==> src/design/baudot_pkg.sv <==
// ----------------------------------------------------------------------------
// baudot_pkg
// Shared types, ITA2 code constants and character lookup functions for the
// RTTY transmit encoder.
// ----------------------------------------------------------------------------
package baudot_pkg;

  localparam int CodeWidth  = 5;
  localparam int FreqWidth  = 32;
  localparam int OffsWidth  = 16;
  localparam int CharWidth  = 8;
  localparam int FrameBits  = 7;

  typedef logic [CodeWidth-1:0] code_t;
  typedef logic [FreqWidth-1:0] freq_t;
  typedef logic [OffsWidth-1:0] offs_t;
  typedef logic [CharWidth-1:0] char_t;

  // ITA2 control codes
  localparam code_t CODE_LTRS = 5'd31;
  localparam code_t CODE_FIGS = 5'd27;
  localparam code_t CODE_LF   = 5'd2;
  localparam code_t CODE_CR   = 5'd8;
  localparam code_t CODE_NULL = 5'd0;

  // configuration register indexes
  typedef enum logic [0:0] {
    REG_BASE_FREQUENCY = 1'b0,
    REG_MARK_OFFSET    = 1'b1
  } reg_index_t;

  // one frame request: an optional shift frame followed by a character frame
  typedef struct packed {
    logic  two_frames;
    code_t shift_code;
    code_t char_code;
  } frame_req_t;

  // upper-case letter to letters-table code
  function automatic code_t letter_code(input char_t ch);
    code_t c;
    case (ch)
      "E": c = 5'd1;   "A": c = 5'd3;   "S": c = 5'd5;   "I": c = 5'd6;
      "U": c = 5'd7;   "D": c = 5'd9;   "R": c = 5'd10;  "J": c = 5'd11;
      "N": c = 5'd12;  "F": c = 5'd13;  "C": c = 5'd14;  "K": c = 5'd15;
      "T": c = 5'd16;  "Z": c = 5'd17;  "L": c = 5'd18;  "W": c = 5'd19;
      "H": c = 5'd20;  "Y": c = 5'd21;  "P": c = 5'd22;  "Q": c = 5'd23;
      "O": c = 5'd24;  "B": c = 5'd25;  "G": c = 5'd26;  "M": c = 5'd28;
      "X": c = 5'd29;  "V": c = 5'd30;
      default: c = CODE_NULL;
    endcase
    return c;
  endfunction

  // character to figures-table code, null when not found
  function automatic code_t figure_code(input char_t ch);
    code_t c;
    case (ch)
      "3": c = 5'd1;   8'h0a: c = 5'd2; "-": c = 5'd3;   " ": c = 5'd4;
      8'h07: c = 5'd5; "8": c = 5'd6;   "7": c = 5'd7;   8'h0d: c = 5'd8;
      "$": c = 5'd9;   "4": c = 5'd10;  8'h27: c = 5'd11; ",": c = 5'd12;
      "!": c = 5'd13;  ":": c = 5'd14;  "(": c = 5'd15;  "5": c = 5'd16;
      8'h22: c = 5'd17; ")": c = 5'd18; "2": c = 5'd19;  "#": c = 5'd20;
      "6": c = 5'd21;  "0": c = 5'd22;  "1": c = 5'd23;  "9": c = 5'd24;
      "?": c = 5'd25;  "&": c = 5'd26;  ".": c = 5'd28;  "/": c = 5'd29;
      ";": c = 5'd30;
      default: c = CODE_NULL;
    endcase
    return c;
  endfunction

endpackage

==> src/design/baudot_front.sv <==
// ----------------------------------------------------------------------------
// baudot_front
// Accepts characters, tracks the letters/figures shift and turns each
// character into a frame request for the serializer.
// ----------------------------------------------------------------------------
module baudot_front (
  input  logic                   clk,
  input  logic                   rst,
  input  logic                   in_valid,
  output logic                   in_stall,
  input  baudot_pkg::char_t      character,
  input  logic                   message_start,
  output logic                   push,
  output baudot_pkg::frame_req_t push_req,
  input  logic                   queue_full
);
  import baudot_pkg::*;

  typedef enum logic [1:0] {
    MODE_NONE    = 2'd0,
    MODE_LETTERS = 2'd1,
    MODE_FIGURES = 2'd2
  } mode_t;

  mode_t      mode;
  mode_t      mode_next;
  mode_t      eff_mode;
  logic       is_upper;
  logic       is_lower;
  char_t      upper_ch;
  code_t      fig_code;

  assign in_stall = queue_full;
  assign push     = in_valid && !queue_full;

  // classify the character
  always_comb begin
    eff_mode  = message_start ? MODE_NONE : mode;
    is_upper  = (character >= "A") && (character <= "Z");
    is_lower  = (character >= "a") && (character <= "z");
    upper_ch  = is_lower ? (character - 8'd32) : character;
    fig_code  = figure_code(character);
    mode_next = eff_mode;
    push_req  = '{two_frames: 1'b0, shift_code: CODE_NULL, char_code: CODE_NULL};
    if (character == 8'h0a) begin
      push_req.char_code = CODE_LF;
    end else if (character == 8'h0d) begin
      push_req.char_code = CODE_CR;
    end else if (is_upper || is_lower) begin
      push_req.char_code = letter_code(upper_ch);
      if (eff_mode != MODE_LETTERS) begin
        push_req.two_frames = 1'b1;
        push_req.shift_code = CODE_LTRS;
      end
      mode_next = MODE_LETTERS;
    end else begin
      push_req.char_code = fig_code;
      if (fig_code != CODE_NULL) begin
        if (eff_mode != MODE_FIGURES) begin
          push_req.two_frames = 1'b1;
          push_req.shift_code = CODE_FIGS;
        end
        mode_next = MODE_FIGURES;
      end
    end
  end

  // shift mode register
  always_ff @(posedge clk) begin
    if (rst) begin
      mode <= MODE_NONE;
    end else if (push) begin
      mode <= mode_next;
    end
  end

endmodule

==> src/design/baudot_queue.sv <==
// ----------------------------------------------------------------------------
// baudot_queue
// Two-entry queue of frame requests between the front and the serializer.
// ----------------------------------------------------------------------------
module baudot_queue (
  input  logic                   clk,
  input  logic                   rst,
  input  logic                   push,
  input  baudot_pkg::frame_req_t push_req,
  output logic                   full,
  input  logic                   pop,
  output logic                   head_valid,
  output baudot_pkg::frame_req_t head_req
);
  import baudot_pkg::*;

  frame_req_t entries [2];
  logic       wr_ptr;
  logic       rd_ptr;
  logic [1:0] count;

  assign full       = (count == 2'd2);
  assign head_valid = (count != 2'd0);
  assign head_req   = entries[rd_ptr];

  // storage
  always_ff @(posedge clk) begin
    if (push) begin
      entries[wr_ptr] <= push_req;
    end
  end

  // pointers and fill count
  always_ff @(posedge clk) begin
    if (rst) begin
      wr_ptr <= 1'b0;
      rd_ptr <= 1'b0;
      count  <= 2'd0;
    end else begin
      if (push) begin
        wr_ptr <= ~wr_ptr;
      end
      if (pop) begin
        rd_ptr <= ~rd_ptr;
      end
      case ({push, pop})
        2'b10:   count <= count + 2'd1;
        2'b01:   count <= count - 2'd1;
        default: count <= count;
      endcase
    end
  end

endmodule

==> src/design/baudot_back.sv <==
// ----------------------------------------------------------------------------
// baudot_back
// Serializes frame requests into start, five data and stop bits, one bit per
// cycle unless stalled, with each bit's tone frequency in an output register.
// ----------------------------------------------------------------------------
module baudot_back (
  input  logic                   clk,
  input  logic                   rst,
  input  logic                   head_valid,
  input  baudot_pkg::frame_req_t head_req,
  output logic                   pop,
  input  baudot_pkg::freq_t      base_frequency,
  input  baudot_pkg::offs_t      mark_offset,
  output logic                   out_valid,
  input  logic                   out_stall,
  output logic                   line_bit,
  output baudot_pkg::freq_t      tone_frequency,
  output logic                   last_bit
);
  import baudot_pkg::*;

  logic [2:0] bit_idx;
  logic       frame_sel;
  logic       advance;
  logic       last_frame;
  code_t      cur_code;
  logic       cur_bit;

  assign advance    = head_valid && (!out_valid || !out_stall);
  assign last_frame = !head_req.two_frames || frame_sel;
  assign cur_code   = last_frame ? head_req.char_code : head_req.shift_code;
  assign pop        = advance && last_frame && (bit_idx == 3'd6);

  // pick the line bit of the current position in the frame
  always_comb begin
    case (bit_idx)
      3'd0:    cur_bit = 1'b0;
      3'd1:    cur_bit = cur_code[0];
      3'd2:    cur_bit = cur_code[1];
      3'd3:    cur_bit = cur_code[2];
      3'd4:    cur_bit = cur_code[3];
      3'd5:    cur_bit = cur_code[4];
      default: cur_bit = 1'b1;
    endcase
  end

  // bit and frame counters
  always_ff @(posedge clk) begin
    if (rst) begin
      bit_idx   <= 3'd0;
      frame_sel <= 1'b0;
    end else if (advance) begin
      if (bit_idx == 3'd6) begin
        bit_idx   <= 3'd0;
        frame_sel <= !last_frame;
      end else begin
        bit_idx <= bit_idx + 3'd1;
      end
    end
  end

  // output register
  always_ff @(posedge clk) begin
    if (rst) begin
      out_valid <= 1'b0;
    end else if (advance) begin
      out_valid <= 1'b1;
    end else if (!out_stall) begin
      out_valid <= 1'b0;
    end
  end

  always_ff @(posedge clk) begin
    if (advance) begin
      line_bit       <= cur_bit;
      tone_frequency <= base_frequency + (cur_bit ? {16'd0, mark_offset} : '0);
      last_bit       <= last_frame && (bit_idx == 3'd6);
    end
  end

endmodule

==> src/design/baudot_rtty_transmit_encoder.sv <==
// ----------------------------------------------------------------------------
// baudot_rtty_transmit_encoder
// ITA2 RTTY transmit encoder: ASCII characters in, framed line bits with
// their mark/space tone frequency out.
// ----------------------------------------------------------------------------
//  channel  | handshake           | payload
//  ---------+---------------------+---------------------------------------
//  config   | cfg_we              | cfg_index, cfg_data
//  input    | in_valid / in_stall | character, message_start
//  output   | out_valid/out_stall | line_bit, tone_frequency, last_bit
//
// Each character gives 7 or 14 line bits, one per cycle unless the output
// stalls. A two-entry request queue lets the next characters be accepted
// while bits still go out. Reset (synchronous) clears the shift mode to
// none, empties the queue and loads the default tone registers. An output
// stall holds the serializer.
// ----------------------------------------------------------------------------
module baudot_rtty_transmit_encoder (
  input  logic                    clk,
  input  logic                    rst,
  input  logic                    cfg_we,
  input  logic                    cfg_index,
  input  logic [31:0]             cfg_data,
  input  logic                    in_valid,
  output logic                    in_stall,
  input  baudot_pkg::char_t       character,
  input  logic                    message_start,
  output logic                    out_valid,
  input  logic                    out_stall,
  output logic                    line_bit,
  output baudot_pkg::freq_t       tone_frequency,
  output logic                    last_bit
);
  import baudot_pkg::*;

  freq_t      base_frequency;
  offs_t      mark_offset;
  logic       push;
  frame_req_t push_req;
  logic       queue_full;
  logic       pop;
  logic       head_valid;
  frame_req_t head_req;

  // configuration registers
  always_ff @(posedge clk) begin
    if (rst) begin
      base_frequency <= 32'd14510000;
      mark_offset    <= 16'd17;
    end else if (cfg_we) begin
      if (cfg_index == REG_BASE_FREQUENCY) begin
        base_frequency <= cfg_data;
      end else begin
        mark_offset <= cfg_data[15:0];
      end
    end
  end

  baudot_front u_front (
    .clk           (clk),
    .rst           (rst),
    .in_valid      (in_valid),
    .in_stall      (in_stall),
    .character     (character),
    .message_start (message_start),
    .push          (push),
    .push_req      (push_req),
    .queue_full    (queue_full)
  );

  baudot_queue u_queue (
    .clk        (clk),
    .rst        (rst),
    .push       (push),
    .push_req   (push_req),
    .full       (queue_full),
    .pop        (pop),
    .head_valid (head_valid),
    .head_req   (head_req)
  );

  baudot_back u_back (
    .clk            (clk),
    .rst            (rst),
    .head_valid     (head_valid),
    .head_req       (head_req),
    .pop            (pop),
    .base_frequency (base_frequency),
    .mark_offset    (mark_offset),
    .out_valid      (out_valid),
    .out_stall      (out_stall),
    .line_bit       (line_bit),
    .tone_frequency (tone_frequency),
    .last_bit       (last_bit)
  );

endmodule
==> config.mk <==
export PLATFORM = sky130hd
export DESIGN_NAME = baudot_rtty_transmit_encoder
export DESIGN_NICKNAME = d
export VERILOG_FILES = /design/src/design/baudot_pkg.sv /design/src/design/baudot_front.sv /design/src/design/baudot_queue.sv /design/src/design/baudot_back.sv /design/src/design/baudot_rtty_transmit_encoder.sv
export SDC_FILE = /design/constraint.sdc
export NUM_CORES = 1
export LEC_CHECK = 0
export BUFFER_PORTS_ARGS = -buffer_cell sky130_fd_sc_hd__buf_2
export CORE_ASPECT_RATIO = 0.5
export CORE_UTILIZATION = 35
export DETAILED_ROUTE_END_ITERATION = 10
export GPL_TIMING_DRIVEN = 0
export PLACE_DENSITY_LB_ADDON = 0.2
export SLEW_MARGIN = 20
export SYNTH_ARGS = -nofsm -noshare
export SYNTH_HDL_FRONTEND = slang
export SYNTH_SLANG_ARGS = --single-unit
export TNS_END_PERCENT = 5
==> constraint.sdc <==
create_clock -name clk -period 6.09 [get_ports clk]
set_input_delay 0.609 -clock clk [delete_from_list [all_inputs] [get_ports clk]]
set_output_delay 0.609 -clock clk [all_outputs]
set_load 0.05 [all_outputs]
==> impl.org <==
** Critical path
- Reg2Reg Depth :: 14
- On the worst path, the slowest cell contributes a delay of 490 ps.
- At the worst endpoint, the required time is 6190 ps.
- Category of the critical setup timing path :: register to register
- Crit Reg-Reg Endpoint :: u_back.tone_frequency[18]
- Setup slack on the worst flop-to-flop path :: 1700 ps
- Data arrival time of the critical path :: 4490 ps
- Maximum fanout along the worst path :: 8
- The worst setup path is launched from a register.
- The largest individual stage delay along the critical path comes from the cell sky130_fd_sc_hd__a211oi_4.
- Sequence of cells on the critical path :: buf_6 > mux2i_1 > nor2_1 > mux4_2 > a211oi_4 > nor2b_1 > ha_1 > fa_1 > a21o_1 > a221oi_2 > a21oi_1 > a31oi_1 > nor2_1 > xor2_1
- The cell that appears most often on the critical path is sky130_fd_sc_hd__nor2_1.
- STA classifies the critical path endpoint as a register.

** Die
- DIE HEIGHT :: 94.25 um
- 83 I/O pins were placed.
- The initial utilization of the core area, before any placement, comes to 0.3607.
- Total number of placement rows :: 33
- Floorplan Core Area :: 16520 um2
- Die Wd :: 186.5 um
- The die covers 17580 um2.

** Hold path
- Worst Hold Path Cells :: 2
- Beginning of the worst hold path :: mark_offset[5]
- The worst hold path terminates at mark_offset[5].
- The worst hold path belongs to the class register to register.

** CTS
- Count of clock tree sinks :: 108
- Resize count post-CTS :: 0
- CTS Hold Buffers Added :: 0
- Root cell of the clock tree :: sky130_fd_sc_hd__clkbuf_16
- Clk pin slew, worst setup/hold paths :: 70 ps
- Clock latency on the worst-skew pair, taken at its later pin, is 350 ps.
- TritonCTS built the clock tree.
- The number of clock buffers added by TritonCTS is 9.
- The clock passes through at most 2 buffers.
- Number of buffers inserted to repair setup after CTS :: 0
- Maximum level of the CTS H-tree :: 3

** Finish
- The multi-input combinational cells in the finished layout cover a total of 3065 um2.
- Number of nets in the layout :: 828
- The filler cells instantiated in the layout total 1709.
- The sequential cells in the finished layout cover a total of 2643 um2.
- In the final layout, the share of cells above drive strength 1 is 0.1698.
- The number of antenna diodes in the final layout is 0.
- Relative to the synthesized area, the layout overhead comes to 16.89%.

** Power
- After layout, the design draws a total of 1.828 mW.
- Of the total power, combinational logic draws 0.218.
- Leak pwr :: 2.804 nW
- Of the total power, the share spent switching nets is 0.3074.
- Power density relative to cell area :: 262.5 nW/um2
- In this run the power spent charging and discharging nets is 0.5618 mW.
- Worst voltage drop across the vdd grid :: 0.1530 mV
- The share of total power dissipated in the clock network is 0.316.
- Cell Int Power :: 1.266 mW
- Of the total power, registers draw 0.465.

** Synthesis
- Ranking of synthesized cells by area :: sky130_fd_sc_hd__edfxtp_1 (24%), sky130_fd_sc_hd__dfxtp_1 (20%), sky130_fd_sc_hd__nand2_1 (8.2%), sky130_fd_sc_hd__ha_1 (6.5%), sky130_fd_sc_hd__a21oi_1 (5.5%)
- For this run, the register share of the synthesized area comes to 0.4436.
- When the netlist entered floorplanning its net count stood at 736.
- The Yosys step of the flow raised 0 warnings.
- Synthesis-stage register bit count :: 108
- A synthesized cell averages 9.067 um2.
- Gate count of the mapped netlist :: 657
- Area share of the largest cell type after synthesis :: 0.2420
- The mapped netlist covers 5957 um2.
- The synthesized design spends more area on one cell type than any other, namely sky130_fd_sc_hd__edfxtp_1.
- Number of distinct standard cells referenced by the synthesized netlist :: 66
- Most frequently used flop master after synthesis :: sky130_fd_sc_hd__dfxtp_1
- Proportion of synthesized flip-flops having asynchronous set or reset :: 0
- In this run, synthesis inferred 48 flip-flops with an integrated enable.

** STA
- The count of endpoints failing hold in the final timing report came to 0.
- Post-route clock period utilization :: 0.7207
- Final-report max-slew violation count :: 0
- Highest attainable clock frequency :: 227.8 MHz
- Setup violations remaining at the end of the flow were counted as 0.
- Final critical-path required period :: 4389 ps
- Setup repair after global routing left no endpoint under its margin.
- The worst pin sits at a relative slew slack of 0.5376.
- On the final layout, the worst clock skew is 9.221 ps.
- Actual transition at the worst max-transition pin :: 686.3 ps
- Total negative slack for setup checks :: 0 ps

** GRT
- After global routing the overflow that remains totals 0.
- The first global-routing pass estimated 23.80 mm of wire.
- The via count of the first global-routing pass is 4648.
- The number of antenna violations at the first check in global routing was 0.
- Entering global routing, the biggest net connects 24 pins.
- Overall track demand over capacity in global routing :: 0.1699

** Status
- The flow ran to the end, and the final reports show no timing, DRC or antenna violations.

** Flow run
- Max-cap violations in this run came to 0.

** Detailed routing
- Dividing the detail-routed wire length by the instance count gives 15.01 um.
- Final routed wirelength across all metal layers :: 14.72 mm
- Number of vias per cell :: 5.017
- Once detail routing completed, the nets flagged for antenna violations numbered 0.
- DR pass1 iterations :: 4
- DRC violations left :: 0
- Vias :: 4922
- The detailed router finished its first iteration with 279 violations.

** Placed design
- Routability-driven placement finished with a final weighted congestion of 0.8906.
- Detailed placement finished with a half-perimeter wire length of 11.25 mm.
- Count of buffers inserted at the top-level ports :: 80
final cells by class:
class                      count  area share
multi-input combinational    491      0.4403
sequential                   108      0.3795
timing repair buffer          81     0.06146
tap                          227     0.04079
clock buffer                  10     0.03288
buffer                        33     0.02228
inverter                      25     0.01348
clock inverter                 6    0.009344
cell usage in the layout, fill, tap and decap left out, types with 4 or more instances in the layout:
cell type                     n
sky130_fd_sc_hd__o21ai_0     21
sky130_fd_sc_hd__o221ai_1     7
sky130_fd_sc_hd__o211ai_1     5
sky130_fd_sc_hd__clkbuf_16    9
sky130_fd_sc_hd__nor2_1      36
sky130_fd_sc_hd__nand2b_1    11
sky130_fd_sc_hd__nand3_1     23
sky130_fd_sc_hd__a31oi_1      4
sky130_fd_sc_hd__nor2b_2      9
sky130_fd_sc_hd__and2_1       5
sky130_fd_sc_hd__o21a_1       4
sky130_fd_sc_hd__edfxtp_1    48
sky130_fd_sc_hd__nand2_1    130
sky130_fd_sc_hd__a21oi_1     66
sky130_fd_sc_hd__nor2b_1     17
sky130_fd_sc_hd__a21o_1       7
sky130_fd_sc_hd__dfxtp_1     60
sky130_fd_sc_hd__mux2i_1      7
sky130_fd_sc_hd__ha_1        31
sky130_fd_sc_hd__clkbuf_1    24
sky130_fd_sc_hd__xor2_1      13
sky130_fd_sc_hd__xnor2_1     20
sky130_fd_sc_hd__nand4_1      6
sky130_fd_sc_hd__o22ai_1      4
sky130_fd_sc_hd__inv_1       22
sky130_fd_sc_hd__nor3_1      10
sky130_fd_sc_hd__and3_1       6
sky130_fd_sc_hd__buf_2       84
worst max-delay path, delay by kind of cell, from the launching register on:
family	cells	cell delay, ps
AOI/OAI and AO/OA	5	1760
buffers and inverters	1	130
xor gates and xnor gates	1	150
adders and majority gates	2	640
muxes	2	530
and+or+nand+nor	3	610
DFF	1	310
cell families (layout without fill, tap and decap cells):
logic type	count (synthesis)	after routing	synth area share
AOI/OAI and AO/OA	152	152	0.1676
xor gates and xnor gates	33	33	0.04852
adders and majority gates	32	32	0.06847
buffers and inverters	58	155	0.04180
DFF	108	108	0.4436
muxes	11	11	0.02499
and+or+nand+nor	263	263	0.2050
metrics by stage:
step / std cells / area [um2] / utilization / hold WS (ps) / setup slack [ps]
global route: 981 / 6963 / 0.4216 / 473.8 / 1396
detailed placement: 965 / 6669 / 0.4038 / 442.2 / 1729
global placement: 964 / 6641 / 0.4021 / 438.5 / 1694
CTS: 981 / 6963 / 0.4216 / 452.5 / 1694
finish: 981 / 6963 / 0.4216 / 451.6 / 1701
floorplan: 657 / 5957 / - / 431.6 / 2447
Yosys cell counts (2+ instances only):
master                      count
sky130_fd_sc_hd__nor2b_1       17
sky130_fd_sc_hd__a21oi_1       66
sky130_fd_sc_hd__xor2_1        13
sky130_fd_sc_hd__nor2b_2        9
sky130_fd_sc_hd__o2111ai_1      2
sky130_fd_sc_hd__buf_6          3
sky130_fd_sc_hd__o211a_1        2
sky130_fd_sc_hd__a211oi_1       3
sky130_fd_sc_hd__o221ai_1       7
sky130_fd_sc_hd__dfxtp_1       60
sky130_fd_sc_hd__a32o_1         2
sky130_fd_sc_hd__ha_1          31
sky130_fd_sc_hd__a41oi_1        2
sky130_fd_sc_hd__o211ai_1       5
sky130_fd_sc_hd__mux4_2         3
sky130_fd_sc_hd__nand3_1       23
sky130_fd_sc_hd__a31oi_1        4
sky130_fd_sc_hd__or2_2          3
sky130_fd_sc_hd__a221oi_2       2
sky130_fd_sc_hd__a21o_1         7
sky130_fd_sc_hd__xnor2_1       20
sky130_fd_sc_hd__nor2_1        36
sky130_fd_sc_hd__o31ai_1        2
sky130_fd_sc_hd__buf_2          4
sky130_fd_sc_hd__a311oi_1       3
sky130_fd_sc_hd__nor3_1        10
sky130_fd_sc_hd__clkbuf_1      23
sky130_fd_sc_hd__nand2_1      130
sky130_fd_sc_hd__buf_1          2
sky130_fd_sc_hd__and2_1         5
sky130_fd_sc_hd__nand2b_1      11
sky130_fd_sc_hd__and3_1         6
sky130_fd_sc_hd__o21a_1         4
sky130_fd_sc_hd__o32a_1         2
sky130_fd_sc_hd__o22ai_1        4
sky130_fd_sc_hd__o21ai_0       21
sky130_fd_sc_hd__nand4_1        6
sky130_fd_sc_hd__mux2i_1        7
sky130_fd_sc_hd__inv_1         23
sky130_fd_sc_hd__edfxtp_1      48
registers in the layout, summed over array words and instances (netlist names), 2 cells and up, named ones only:
register and cells:
base_frequency 32, mark_offset 16, u_back.bit_idx 3, u_back.tone_frequency 32, u_front.mode 2, u_queue.count 2
u_queue.entries 14
routing by layer:
metal,track usage,share of wire,up-vias
met5,0,0,-
met4,0.04098,0.011,0
met3,0.02502,0.035,14
met2,0.2820,0.45,106
met1,0.2330,0.51,2305
li1,-,-,2497
power groups by stage:
stage | combinational, mW | sequential, mW | clock, mW
2_1_floorplan | 0.187 | 0.964 | 0
5_1_grt | 0.433 | 0.857 | 0.622
3_5_place_dp | 0.399 | 0.868 | 0
3_3_place_gp | 0.390 | 0.868 | 0
4_1_cts | 0.401 | 0.852 | 0.594
6_report | 0.399 | 0.851 | 0.578
how the worst max path moves through the flow:
stage	cells after the start	startpoint	slack, ps	end
global route	14	register	1400	u_back.tone_frequency[18]
global placement	14	register	1690	u_back.tone_frequency[18]
CTS	14	register	1690	u_back.tone_frequency[18]
floorplan	14	register	2450	u_back.tone_frequency[18]
detailed placement	14	register	1730	u_back.tone_frequency[18]
finish	14	register	1700	u_back.tone_frequency[18]
Note: power is estimated with default switching activity, not from simulation.
